===== config.mk =====
export PLATFORM = sky130hd
export DESIGN_NAME = ckb_out_fifo
export DESIGN_NICKNAME = d
export VERILOG_FILES = /design/src/hw/rtl/ckb_pkg.sv /design/src/hw/rtl/ckb_out_fifo.sv
export SDC_FILE = /design/constraint.sdc
export NUM_CORES = 2
export LEC_CHECK = 0
export BUFFER_PORTS_ARGS = -buffer_cell sky130_fd_sc_hd__buf_2
export CORE_UTILIZATION = 60
export DETAILED_ROUTE_END_ITERATION = 10
export HOLD_SLACK_MARGIN = 0.1
export PLACE_DENSITY = 0.82
export SKIP_CTS_REPAIR_TIMING = 1
export SLEW_MARGIN = 40
export SYNTH_ARGS = -nofsm -noshare
export SYNTH_HDL_FRONTEND = slang
export SYNTH_SLANG_ARGS = --single-unit

===== constraint.sdc =====
create_clock -name clk -period 10.8 [get_ports clk]
set_input_delay 0.54 -clock clk [delete_from_list [all_inputs] [get_ports clk]]
set_output_delay 0.54 -clock clk [all_outputs]
set_load 0.005 [all_outputs]

===== src/hw/rtl/ckb_pkg.sv =====
package ckb_pkg;

	localparam int unsigned COORD_W   = 12;   // destination x / y
	localparam int unsigned DIM_W     = 13;   // size registers
	localparam int unsigned OFS_W     = 14;   // signed offsets
	localparam int unsigned PIX_W     = 24;   // r<<16 | g<<8 | b
	localparam int unsigned LIDX_W    = 16;   // load index
	localparam int unsigned DIDX_W    = 24;   // destination index
	localparam int unsigned CFG_W     = 24;   // widest register
	localparam int unsigned CFG_IDX_W = 3;
	localparam int unsigned MAX_DIM   = 4096;
	localparam int unsigned SRC_DEPTH_DEF = 65536;
	localparam int unsigned OUT_DEPTH = 32;   // result queue, must exceed pipe latency

	// mode register bits
	localparam int unsigned MODE_PLACED = 0;
	localparam int unsigned MODE_KEY    = 1;

	typedef enum logic [CFG_IDX_W-1:0] {
		CFG_DEST_WIDTH  = 3'd0,
		CFG_DEST_HEIGHT = 3'd1,
		CFG_SRC_WIDTH   = 3'd2,
		CFG_SRC_HEIGHT  = 3'd3,
		CFG_OFFSET_X    = 3'd4,
		CFG_OFFSET_Y    = 3'd5,
		CFG_KEY_COLOR   = 3'd6,
		CFG_MODE        = 3'd7
	} cfg_reg_t;

	// per-item payload that rides along the modulo pipe
	typedef struct packed {
		logic              func;    // 1: query
		logic              li_ok;   // load index inside the store
		logic [LIDX_W-1:0] li;
		logic [PIX_W-1:0]  pix;
		logic              keyed;
	} item_t;

	typedef struct packed {
		logic              we;
		logic [DIDX_W-1:0] didx;
		logic [PIX_W-1:0]  pix;
	} res_t;

endpackage


===== src/hw/rtl/ckb_out_fifo.sv =====
module ckb_out_fifo #(
	parameter int unsigned DEPTH = ckb_pkg::OUT_DEPTH,
	parameter int unsigned W     = $bits(ckb_pkg::res_t)
) (
	input  logic                           clk,
	input  logic                           arst_n,
	input  logic                           push,
	input  logic [W-1:0]                   push_data,
	input  logic                           pop,
	output logic                           out_valid,
	output logic [W-1:0]                   out_data,
	output logic [$clog2(DEPTH+1)-1:0]     level
);

	localparam int unsigned PW = (DEPTH > 1) ? $clog2(DEPTH) : 1;
	localparam int unsigned LW = $clog2(DEPTH + 1);

	logic [W-1:0]  mem [DEPTH];
	logic [PW-1:0] wr_ptr_q;
	logic [PW-1:0] rd_ptr_q;
	logic [LW-1:0] level_q;

	function automatic logic [PW-1:0] nxt(input logic [PW-1:0] p);
		return (p == PW'(DEPTH - 1)) ? '0 : PW'(p + 1'b1);
	endfunction

	always_ff @(posedge clk) begin
		if (push) begin
			mem[wr_ptr_q] <= push_data;
		end
	end

	always_ff @(posedge clk or negedge arst_n) begin
		if (!arst_n) begin
			wr_ptr_q <= '0;
			rd_ptr_q <= '0;
			level_q  <= '0;
		end else begin
			if (push) wr_ptr_q <= nxt(wr_ptr_q);
			if (pop)  rd_ptr_q <= nxt(rd_ptr_q);
			case ({push, pop})
				2'b10:   level_q <= LW'(level_q + 1'b1);
				2'b01:   level_q <= LW'(level_q - 1'b1);
				default: level_q <= level_q;
			endcase
		end
	end

	assign out_valid = (level_q != '0);
	assign out_data  = mem[rd_ptr_q];
	assign level     = level_q;

endmodule


Yosys cells after proc, flatten, opt, wreduce, memory -nomap -nowiden. Memories as Yosys holds them, arrays and structs flattened. Cells that the tools add are included.

Muxes and demuxes: 5. Reductions and logical operators: 2. Eq/ne operators: 4. $add $sub $neg: 4.

Operator list (number): $pmux 6 s2 (1); $add 5x1->5 const B (2); $eq 5x5->1 const B (2); $mux 5 (2); $add 6x1->6 const B (1); $reduce_bool 6->1 (1); $sub 6x1->6 const B (1); $eq 2x1->1 const B (1); $eq 2x2->1 const B (1); $mux 1 (2); $reduce_bool 2->1 (1).

Memory bits (writable): 1568. Output and inout port bits: 56. Register bits: 16. Memories: 1. Bits of input ports: 53. Word-level logic and storage cells: 19.

Memory list: mem (words 32, width 49, read ports 1, clocked after memory_dff 0, wr ports 1, RTL line ckb_out_fifo.sv:18) `logic [W-1:0] mem [DEPTH];`.

Longest topological paths before layout.
Depth after elaboration: 2. Depth in mapped cells: 9. Depth with buffers taken out: 8.

Least setup slack after synthesis. Ideal clock, no wire load.

Path type: input -> register. From: input push. To: memory mem[4][0] (netlist name) (enable). Stages: 3. Setup time: 516 ps. Buffers on the path: 1. Required time: 10284 ps. Arrival: 4418 ps. Path slack: 5866 ps. Cells stage by stage: clkbuf_1 -> nand2_1 -> nor3_1.

Longest elaborated chain between the ends: 2.

Ends and longest elaborated chain: start, declared (RTL line ckb_out_fifo.sv:7) `input logic push,`; $mux 1 (RTL line ckb_out_fifo.sv:28) `if (push) begin`; $mux 1 (implied by the code) (RTL line ckb_out_fifo.sv:29) `mem[wr_ptr_q] <= push_data;`; end, declared (RTL line ckb_out_fifo.sv:18).

Every way passes these cells.

Worst setup path in the final report.
From: register rd_ptr_q[2]. To: output out_data[4].

Longest elaborated chain between the ends: 1.

Ends and longest elaborated chain: start, declared (RTL line ckb_out_fifo.sv:20) `logic [PW-1:0] rd_ptr_q;`; start signal, assigned (RTL line ckb_out_fifo.sv:40) `if (pop) rd_ptr_q <= nxt(rd_ptr_q);`; $mem_v2 32x49; end, declared (RTL line ckb_out_fifo.sv:11) `output logic [W-1:0] out_data,`.

Every way passes these cells.

==> flow_summary.yaml <==
status:
  status: "finished clean"
critical_path:
  critPathArrivalTime_ns: 4.40
  critPathMaxFanout: 66
  cpPeakStageDelay_ns: 0.72
  cp_top_family: "buffers and inverters"
  worstPathRequired_ns: 10.26
  r2r_setup_slack_ns: 7.55
  critical_path.cell_chain: "nor2b_4 -> buf_6 -> buf_6 -> a22oi_1 -> nand3_1 -> nand4_1 -> buf_2"
  cp_num_buf_inv: 3
  path_class: "reg -> out"
  crit_top_cell: "buf_6"
  reg2reg_to: "mem[31][23]"
  endpoint_kind: "output pin"
  worstReg2RegStart: "wr_ptr_q[4]"
  cp_slowest_cell: "nor2b_4"
  cp-start-kind: "register"
  worst-r2r-cell-count: 3
logic_synthesis:
  ys_seq_elements: 1584
  synth_top_area_cell: "edfxtp_1"
  netlist_area_sq_um: 61500
  syn_nets: 3500
  netlist.area_leader.share: 0.766
  yosysMostFrequentCell: "edfxtp_1"
  synth_edf_count: 1568
  synth_ff_type: "edfxtp_1"
  synth_common_cells: "edfxtp_1, mux2i_1, a22oi_1"
  yosys.cell_types.count: 42
  async_reset_ff_frac: 0.0101
  synth.area.top_cells: "edfxtp_1, mux2i_1, a22oi_1, nand3_1, a21oi_1"
  yosysWarnings: 0
  yosys.area_share.adder: 0.00203
  synth_compound_area_frac: 0.0462
  synthXorXnorAreaFrac: 0.000997
  synth_mux_area_frac: 0.129
  synth-simple-area-share: 0.0335
  avgSynthCellArea_sq_um: 17.9
  synth_top_family_by_area: "multiplexers"
  yosysSeqAreaShare: 0.772
  synth_cells: 3437
cells_and_area:
  drive_gt1_frac: 0.126
  regArea_sq_um: 47500
  final_nets: 3657
  final_area_sq_um: 69200
  n_fill_cell: 6093
  multiInputGateArea_sq_um: 13200
  area_growth_pct: 12.5
routing:
  viasPerCell: 6.65
  wire_per_inst_um: 29.9
  drc: 0
  wl_um: 152000
  drtAntennaViolNets: 0
  drt_iter0_markers: 4676
  first_pass_iters: 7
  vias: 33800
global_route:
  grt_remaining_overflow: 0
  globalRouteMet2Util: 0.476
  track_usage: 0.290
  grt_use_met1: 0.379
  top_usage_layer: "met2"
  antenna_found_initial: 9
  grt_util_met3: 0.0588
  grt_pass1_vias: 33400
  grt_max_degree: 133
  grt_pass1_wl_um: 216000
hold_path:
  hold_path_depth: 2
  min_to: "rd_ptr_q[3]"
  hold_class: "in -> reg"
  min-delay-start: "pop"
floorplan:
  die_width_um: 322
  die_h_um: 322
  rows: 117
  pin_count: 109
  coreArea_sq_um: 102000
  die-area_sq_um: 104000
  initial_utilization: 0.604
clocking:
  clkTransAtPathRegs_ns: 0.06
  clock_latency_ns: 0.75
  cts-root-buf: "clkbuf_16"
  h-tree-depth: 4
  clock_sinks: 1584
  cts_buffers: 150
  cts_tree: "done"
  cts_buffer_depth: 3
placed_design:
  gp_congestion: 0.780
  post_dp_cell_area_sq_um: 64300
  port_buffers: 108
  dp_hpwl_um: 75100
  preCtsSetupSlack_ns: 6.70
sta:
  worst_slack_ns: 5.86
  rsz0062_at_grt: "false"
  max-slew-margin-rel: 0.392
  clock_skew_ns: 0.0269
  final.period_utilization: 0.457
  drv_slew: 0
  tns_ns: 0
  min_period_ns: 4.94
  worst_pin_slew_ns: 0.912
  timing.fmax_mhz: 202
  hold_viol: 0
  hold_slack_ns: 0.165
  setup_violations: 0
power:
  power_density_nw_per_um2: 243
  irDropWorstVdd_mv: 0.193
  cellLeakagePower_nw: 24.0
run:
  maxCapViolCount: 0
[power by group]
group          total (mW)  leakage (nW)  internal [mW]  switching, mW
combinational        4.50          7.37           1.66           2.83
sequential           7.24          14.3           7.08          0.160
clock                5.07          2.30           2.85           2.22
total                16.8          24.0           11.6           5.21
[sequential cells by signal, indices dropped and copies added, names as in the netlist]
signal / cells
wr_ptr_q: 5
rd_ptr_q: 5
mem: 1568
level: 6
[per-stage QoR]
stage / cells / util / total power [mW]
final: 5081 / 0.680 / 16.8
after CTS: 5073 / 0.679 / 16.8
after global placement: 4773 / 0.625 / 11.5
after global routing: 5080 / 0.680 / 17.3
after detailed placement: 4805 / 0.632 / 11.7
after floorplan: 3437 / - / 10.2
[cell families after synthesis]
group	count (synthesis)
buffers and inverters	212
AND/OR/NAND/NOR	422
multiplexers	789
flip-flops	1584
AO/OA/AOI/OAI	413
XOR/XNOR	7
adder cells (fa/ha/maj)	10
[placed cells by master (no fill, tap or decap), types with 33 or more instances in the layout]
cell	instances
mux2i_1	785
edfxtp_1	1568
buf_2	108
clkbuf_16	154
clkinv_1	33
nand2_1	107
nand4_1	50
a21oi_1	102
buf_4	51
a22oi_1	295
nand3_1	199
[area by class of cell]
class,instances,share of cell area
antenna,3,0.000109
sequential,1584,0.686
timing repair buffer,212,0.0290
tap,1368,0.0247
inverter,5,0.000271
clock buffer,180,0.0571
multi-input combinational,1641,0.191
clock inverter,88,0.0109
[worst register-to-register path, stage by stage, from the launching register on]
cell	delay, ns
dfrtp_1	0.80
nand3_1	0.49
nor2_4	0.75
buf_4	0.79
[worst max-delay path by stage]
stage          slack (ns)   startpoint            to  cells after the start
4_1_cts              5.92  rd_ptr_q[2]   out_data[4]                      7
3_3_place_gp         6.12  rd_ptr_q[1]   out_data[9]                      7
5_1_grt              5.78  rd_ptr_q[2]  out_data[32]                      7
2_1_floorplan        5.87         push     mem[4][0]                      3
3_5_place_dp         6.70  rd_ptr_q[2]   out_data[4]                      7
6_report             5.86  rd_ptr_q[2]   out_data[4]                      7
[layer usage]
layer | routed length [um] | share of wire | vias to the layer above
met2 | 74200 | 0.49 | 2308
met3 | 16700 | 0.11 | 450
met1 | 54400 | 0.36 | 16900
met5 | 49 | 0.00032 | -
met4 | 6650 | 0.044 | 8
li1 | - | - | 14100
Note: power is estimated with default switching activity, not from simulation.
