$ cat src/hw/rtl/ckb_pkg.sv
package ckb_pkg;

	localparam int unsigned COORD_W   = 12;   // destination x / y
	localparam int unsigned DIM_W     = 13;   // size registers
	localparam int unsigned OFS_W     = 14;   // signed offsets
	localparam int unsigned PIX_W     = 24;   // r<<16 | g<<8 | b
	localparam int unsigned LIDX_W    = 16;   // load index
	localparam int unsigned DIDX_W    = 24;   // destination index
	localparam int unsigned CFG_W     = 24;   // widest register
	localparam int unsigned CFG_IDX_W = 3;
	localparam int unsigned MAX_DIM   = 4096;
	localparam int unsigned SRC_DEPTH_DEF = 65536;
	localparam int unsigned OUT_DEPTH = 32;   // result queue, must exceed pipe latency

	// mode register bits
	localparam int unsigned MODE_PLACED = 0;
	localparam int unsigned MODE_KEY    = 1;

	typedef enum logic [CFG_IDX_W-1:0] {
		CFG_DEST_WIDTH  = 3'd0,
		CFG_DEST_HEIGHT = 3'd1,
		CFG_SRC_WIDTH   = 3'd2,
		CFG_SRC_HEIGHT  = 3'd3,
		CFG_OFFSET_X    = 3'd4,
		CFG_OFFSET_Y    = 3'd5,
		CFG_KEY_COLOR   = 3'd6,
		CFG_MODE        = 3'd7
	} cfg_reg_t;

	// per-item payload that rides along the modulo pipe
	typedef struct packed {
		logic              func;    // 1: query
		logic              li_ok;   // load index inside the store
		logic [LIDX_W-1:0] li;
		logic [PIX_W-1:0]  pix;
		logic              keyed;
	} item_t;

	typedef struct packed {
		logic              we;
		logic [DIDX_W-1:0] didx;
		logic [PIX_W-1:0]  pix;
	} res_t;

endpackage

$ cat src/hw/rtl/ckb_mod_pipe.sv
module ckb_mod_pipe #(
	parameter int unsigned PW = 1
) (
	input  logic                         clk,
	input  logic                         arst_n,
	input  logic                         in_vld,
	input  logic [ckb_pkg::COORD_W-1:0]  in_x,
	input  logic [ckb_pkg::COORD_W-1:0]  in_y,
	input  logic [PW-1:0]                in_pl,
	input  logic [ckb_pkg::DIM_W-1:0]    div_x,
	input  logic [ckb_pkg::DIM_W-1:0]    div_y,
	output logic                         out_vld,
	output logic [ckb_pkg::COORD_W-1:0]  out_x,
	output logic [ckb_pkg::COORD_W-1:0]  out_y,
	output logic [ckb_pkg::COORD_W-1:0]  out_rx,
	output logic [ckb_pkg::COORD_W-1:0]  out_ry,
	output logic [PW-1:0]                out_pl
);

	localparam int unsigned N = ckb_pkg::COORD_W;

	// one restoring step: shift in a dividend bit, subtract if it fits
	function automatic logic [N-1:0] mod_step(input logic [N-1:0] rem, input logic b,
	                                          input logic [ckb_pkg::DIM_W-1:0] d);
		logic [N:0] t;
		t = {rem, b};
		return (t >= d) ? N'(t - d) : N'(t);
	endfunction

	logic          vld_s [N];
	logic [N-1:0]  x_s   [N];
	logic [N-1:0]  y_s   [N];
	logic [N-1:0]  rx_s  [N];
	logic [N-1:0]  ry_s  [N];
	logic [PW-1:0] pl_s  [N];

	for (genvar k = 0; k < N; k++) begin : g_stage
		logic          v_i;
		logic [N-1:0]  x_i;
		logic [N-1:0]  y_i;
		logic [N-1:0]  rx_i;
		logic [N-1:0]  ry_i;
		logic [PW-1:0] pl_i;

		if (k == 0) begin : g_first
			assign v_i  = in_vld;
			assign x_i  = in_x;
			assign y_i  = in_y;
			assign rx_i = '0;
			assign ry_i = '0;
			assign pl_i = in_pl;
		end else begin : g_next
			assign v_i  = vld_s[k-1];
			assign x_i  = x_s[k-1];
			assign y_i  = y_s[k-1];
			assign rx_i = rx_s[k-1];
			assign ry_i = ry_s[k-1];
			assign pl_i = pl_s[k-1];
		end

		always_ff @(posedge clk or negedge arst_n) begin
			if (!arst_n) begin
				vld_s[k] <= 1'b0;
			end else begin
				vld_s[k] <= v_i;
			end
		end

		always_ff @(posedge clk) begin
			x_s[k]  <= x_i;
			y_s[k]  <= y_i;
			pl_s[k] <= pl_i;
			rx_s[k] <= mod_step(rx_i, x_i[N-1-k], div_x);
			ry_s[k] <= mod_step(ry_i, y_i[N-1-k], div_y);
		end
	end

	assign out_vld = vld_s[N-1];
	assign out_x   = x_s[N-1];
	assign out_y   = y_s[N-1];
	assign out_rx  = rx_s[N-1];
	assign out_ry  = ry_s[N-1];
	assign out_pl  = pl_s[N-1];

endmodule

$ cat config.mk
export PLATFORM = sky130hd
export DESIGN_NAME = ckb_mod_pipe
export DESIGN_NICKNAME = d
export VERILOG_FILES = /design/src/hw/rtl/ckb_pkg.sv /design/src/hw/rtl/ckb_mod_pipe.sv
export SDC_FILE = /design/constraint.sdc
export NUM_CORES = 1
export LEC_CHECK = 0
export BUFFER_PORTS_ARGS = -buffer_cell sky130_fd_sc_hd__buf_2
export CAP_MARGIN = 20
export CORE_MARGIN = 2
export CORE_UTILIZATION = 36
export CTS_CLUSTER_SIZE = 14
export DETAILED_ROUTE_END_ITERATION = 12
export SYNTH_ARGS = -nofsm -noshare
export SYNTH_HDL_FRONTEND = slang
export SYNTH_SLANG_ARGS = --single-unit
$ cat constraint.sdc
create_clock -name clk -period 5.6 [get_ports clk]
set_input_delay 1.12 -clock clk [delete_from_list [all_inputs] [get_ports clk]]
set_output_delay 1.12 -clock clk [all_outputs]
set_load 0.01 [all_outputs]
-- Word-level counts from Yosys, hierarchy flattened
Memory sizes are Yosys's and may differ from the RTL's.
Index checks and enable logic that the tools add are counted.
- add/subtract/negate cells: 24
- multiplexer cells: 24
- order comparisons: 24
- operator list (cell ; number):
    2-to-1 mux 12 bit ; 24
    greater-or-equal comparator 13 bit ; 22
    subtractor 12 bit ; 22
    greater-or-equal comparator 1 x 13 -> 1 bit ; 2
    subtractor 1 x 12 -> 12 bit ; 2
- word-level logic and storage cells: 89
- bits in writable memories: 588
- register bits: 12
- input bits: 54
- memories kept: 5
- memory list (name ; words ; width ; rd ports ; clocked after Yosys merged registers in ; write ports ; line ; text):
    rx_s ; 12 ; 12 ; 12 ; 0 ; 12 ; ckb_mod_pipe.sv:33 ; logic [N-1:0] rx_s [N];
    ry_s ; 12 ; 12 ; 12 ; 0 ; 12 ; ckb_mod_pipe.sv:34 ; logic [N-1:0] ry_s [N];
    x_s ; 12 ; 12 ; 12 ; 0 ; 12 ; ckb_mod_pipe.sv:31 ; logic [N-1:0] x_s [N];
    y_s ; 12 ; 12 ; 12 ; 0 ; 12 ; ckb_mod_pipe.sv:32 ; logic [N-1:0] y_s [N];
    pl_s ; 12 ; 1 ; 12 ; 0 ; 12 ; ckb_mod_pipe.sv:35 ; logic [PW-1:0] pl_s [N];

-- Logic depth before layout (Yosys ltp)
An unclocked memory read counts as a cell.
- depth in word-level cells: 3
- mapped depth: 10
- depth with buffers taken out: 10

-- Worst setup path before layout
Ideal clock, no wire load.
- kind: input -> register
- from: input port div_x[1] (netlist name)
- to: memory rx_s[10][10] (netlist name)
- arrival: 3.874 ns
- path slack: 1.602 ns
- cell stages on the path: 9
- setup time: 0.123 ns
- cells stage by stage: inv_1 > ha_1 > nor2b_1 > o31a_1 > o31a_1 > a22o_1 > a31oi_2 > buf_4 > mux2_1
- RTL lines (what ; line ; text):
    start: declaration ; ckb_mod_pipe.sv:10 ; input logic [ckb_pkg::DIM_W-1:0] div_x,
    end: declaration ; ckb_mod_pipe.sv:33 ;

==> impl_metrics.ini <==
[clocking]
h-tree-depth = 3
clkLatencyLatePin_ns = 0.62
cts_tree = yes
clkSinkCount = 600
clk_pin_slew_ns = 0.06
clock-root-buffer = clkbuf_16
cts_buffers = 71
cts_resized = 0
cts-hold-fix-buffers = 0
cts_buffer_depth = 3
cts_setup_buffers = 0

[power]
power.density_mw_per_mm2 = 375
ir_drop_mv = 0.272
leakagePower_uw = 0.0146

[critical_path]
crit_arrival_ns = 4.08
required_ns = 6.10
critPathLaunch = div_y[3]
crit_path_max_fanout = 12
worst-setup-path-type = in -> reg
cp-start-kind = input port
rr_endpoint = rx_s[1][11]
crit_path_end_kind = flop
r2r-start = rx_s[0][7]
regToRegSetupSlack_ns = 2.73
endpoint = ry_s[5][1]
reg2reg_depth = 7

[synthesis]
async_reset_ff_share_pct = 2.00
yosysMostFrequentCell = dfxtp_1
synth_edf_count = 0
synthCells = 2673
yosys-top-cells-count = dfxtp_1 (588), ha_1 (290), a21oi_1 (165), nor2_1 (159), mux2_2 (141)
syn_nets = 3039
synth_area_per_cell_sq_um = 10.6
synth-seq-cells = 600
syn_area_sq_mm = 0.0284
yosysWarnings = 0
synth_top_area_cell = dfxtp_1
yosys-top-cells-area = dfxtp_1 (41%), ha_1 (13%), mux2_2 (5.6%), mux2_1 (3.4%), xnor2_1 (3.2%)
synth_top_cell_area_share_pct = 41.5
yosysUniqueCellTypes = 73
seq_area_frac_synth_pct = 42.5
synth-main-ff-cell = dfxtp_1

[drt]
drc = 0
wl_per_cell_um = 16.1
detail-route-antenna-nets = 0
drt_iter0_drc = 1134
first_pass_iters = 5
drt_wl_total_um = 63100
num_vias = 20002
vias_per_cell = 5.09

[global_route]
grt_pass1_vias = 19342
antenna_found_initial = 0
grt_max_degree = 17
grt_usage_pct = 15.4
grt.overflow.total = 0
grt_first_pass_wirelength_um = 101000

[job]
maxCapViolations = 0

[place]
dpl-instance-area_sq_mm = 0.0301
post-dp-hpwl_um = 45200
gp_congestion = 0.849
port_buffers = 103
pre_cts_slack_ns = 1.36

[hold_path]
holdCritPathClass = reg -> reg

[timing]
skew_ns = 0.0397
setup-violations-final = 0
tns_ns = 0
maxSlewHeadroom_pct = 33.5
finalHoldViolCount = 0
rsz0062_at_grt = no
worst_slack_ns = 2.02
slew_violations = 0
tightest_slew_ns = 0.996
timing.fmax_mhz = 279
fin_crit_sh_pct = 64.0
finalCriticalPeriod_ns = 3.58

[cells_and_area]
area_growth_pct = 15.2
nNetsFinal = 3196
layout-drive-gt1-share_pct = 14.8
utilization_pct = 42.1
stdcell_area_sq_mm = 0.0327
diodes = 0

[run_status]
outcome = complete, no violations

[die]
rows = 102
ioPinCount = 104
fp.dieArea_sq_mm = 0.0811
die_x_um = 285
initial_core_util_pct = 36.5
die_y_um = 285
coreArea_sq_mm = 0.0777
[per-stage QoR]
stage          power, uW  hold WS (ns)  cells
2_1_floorplan       6760         0.310   2673
3_3_place_gp        7370         0.309   3797
3_5_place_dp        7370         0.312   3797
4_1_cts            12400         0.304   3926
5_1_grt            12900         0.307   3926
6_report           12300         0.296   3926
[power by group]
group          leakage (uW)  internal, uW  switching [uW]
registers           0.00505          4650             176
clock network       0.00125          3010            1940
logic               0.00834          1160            1310
total                0.0146          8820            3430
[layer usage]
layer  GRT usage (%)  share of wire, %
met1            21.6                50
met2            23.5                42
met3            2.92               5.1
met4            5.05               2.4
met5               0                 0
[layout make-up]
class / count / area [sq um]
inverter: 93 / 349
timing repair buffer: 128 / 703
clock inverter: 44 / 646
fill: 7454 / 45000
sequential: 600 / 12100
tap: 1040 / 1300
multi-input combinational: 1936 / 15700
clock buffer: 85 / 1920
[worst min path at each step]
| stage | startpoint | depth (start not counted) | endpoint | slack, ns |
|---|---|---|---|---|
| 4_1_cts | arst_n | 1 | g_stage[9].v_i | 0.30 |
| 5_1_grt | y_s[6][3] | 0 | y_s[7][3] | 0.31 |
| 3_5_place_dp | x_s[9][10] | 0 | x_s[10][10] | 0.31 |
| 2_1_floorplan | pl_s[0][0] | 0 | pl_s[0][1] | 0.31 |
| 6_report | y_s[6][5] | 0 | y_s[7][5] | 0.30 |
| 3_3_place_gp | x_s[1][7] | 0 | x_s[2][7] | 0.31 |
[critical path, cell delays in order]
cell,delay [ns]
buf_2,0.10
inv_1,0.54
ha_1,0.41
o21a_1,0.13
o31a_1,0.14
o31ai_1,0.28
a211oi_2,0.14
a2111oi_4,0.78
mux2_2,0.42
[placed cells by master, fill, tap and decap left out, drive strengths merged, types with 28 or more instances in the layout]
| cell type | instances |
|---|---|
| dfxtp | 588 |
| ha | 290 |
| mux2 | 235 |
| a21oi | 165 |
| nor2 | 159 |
| buf | 128 |
| o21ai | 115 |
| xnor2 | 105 |
| inv | 100 |
| nand2 | 91 |
| clkbuf | 85 |
| a21o | 79 |
| o21a | 71 |
| xor2 | 60 |
| nor3 | 52 |
| a211oi | 47 |
| nor2b | 35 |
| nand3 | 32 |
| nand2b | 31 |
| nand4 | 31 |
| mux2i | 29 |
| o31ai | 28 |
[state kept, by name (all words and copies together), names as in the netlist]
signal	flops
rx_s	144
ry_s	144
x_s	144
y_s	144
pl_s	12
g_stage.v_i	11
out_vld	1
[cells by family after synthesis]
| family | synth area share (%) |
|---|---|
| buffers and inverters | 2.11 |
| AND/OR/NAND/NOR | 9.06 |
| flip-flops | 42.5 |
| multiplexers | 10.5 |
| XOR/XNOR | 5.09 |
| AO/OA/AOI/OAI | 16.4 |
| adder cells (fa/ha/maj) | 14.3 |
Power figures use the tool's default switching activity.
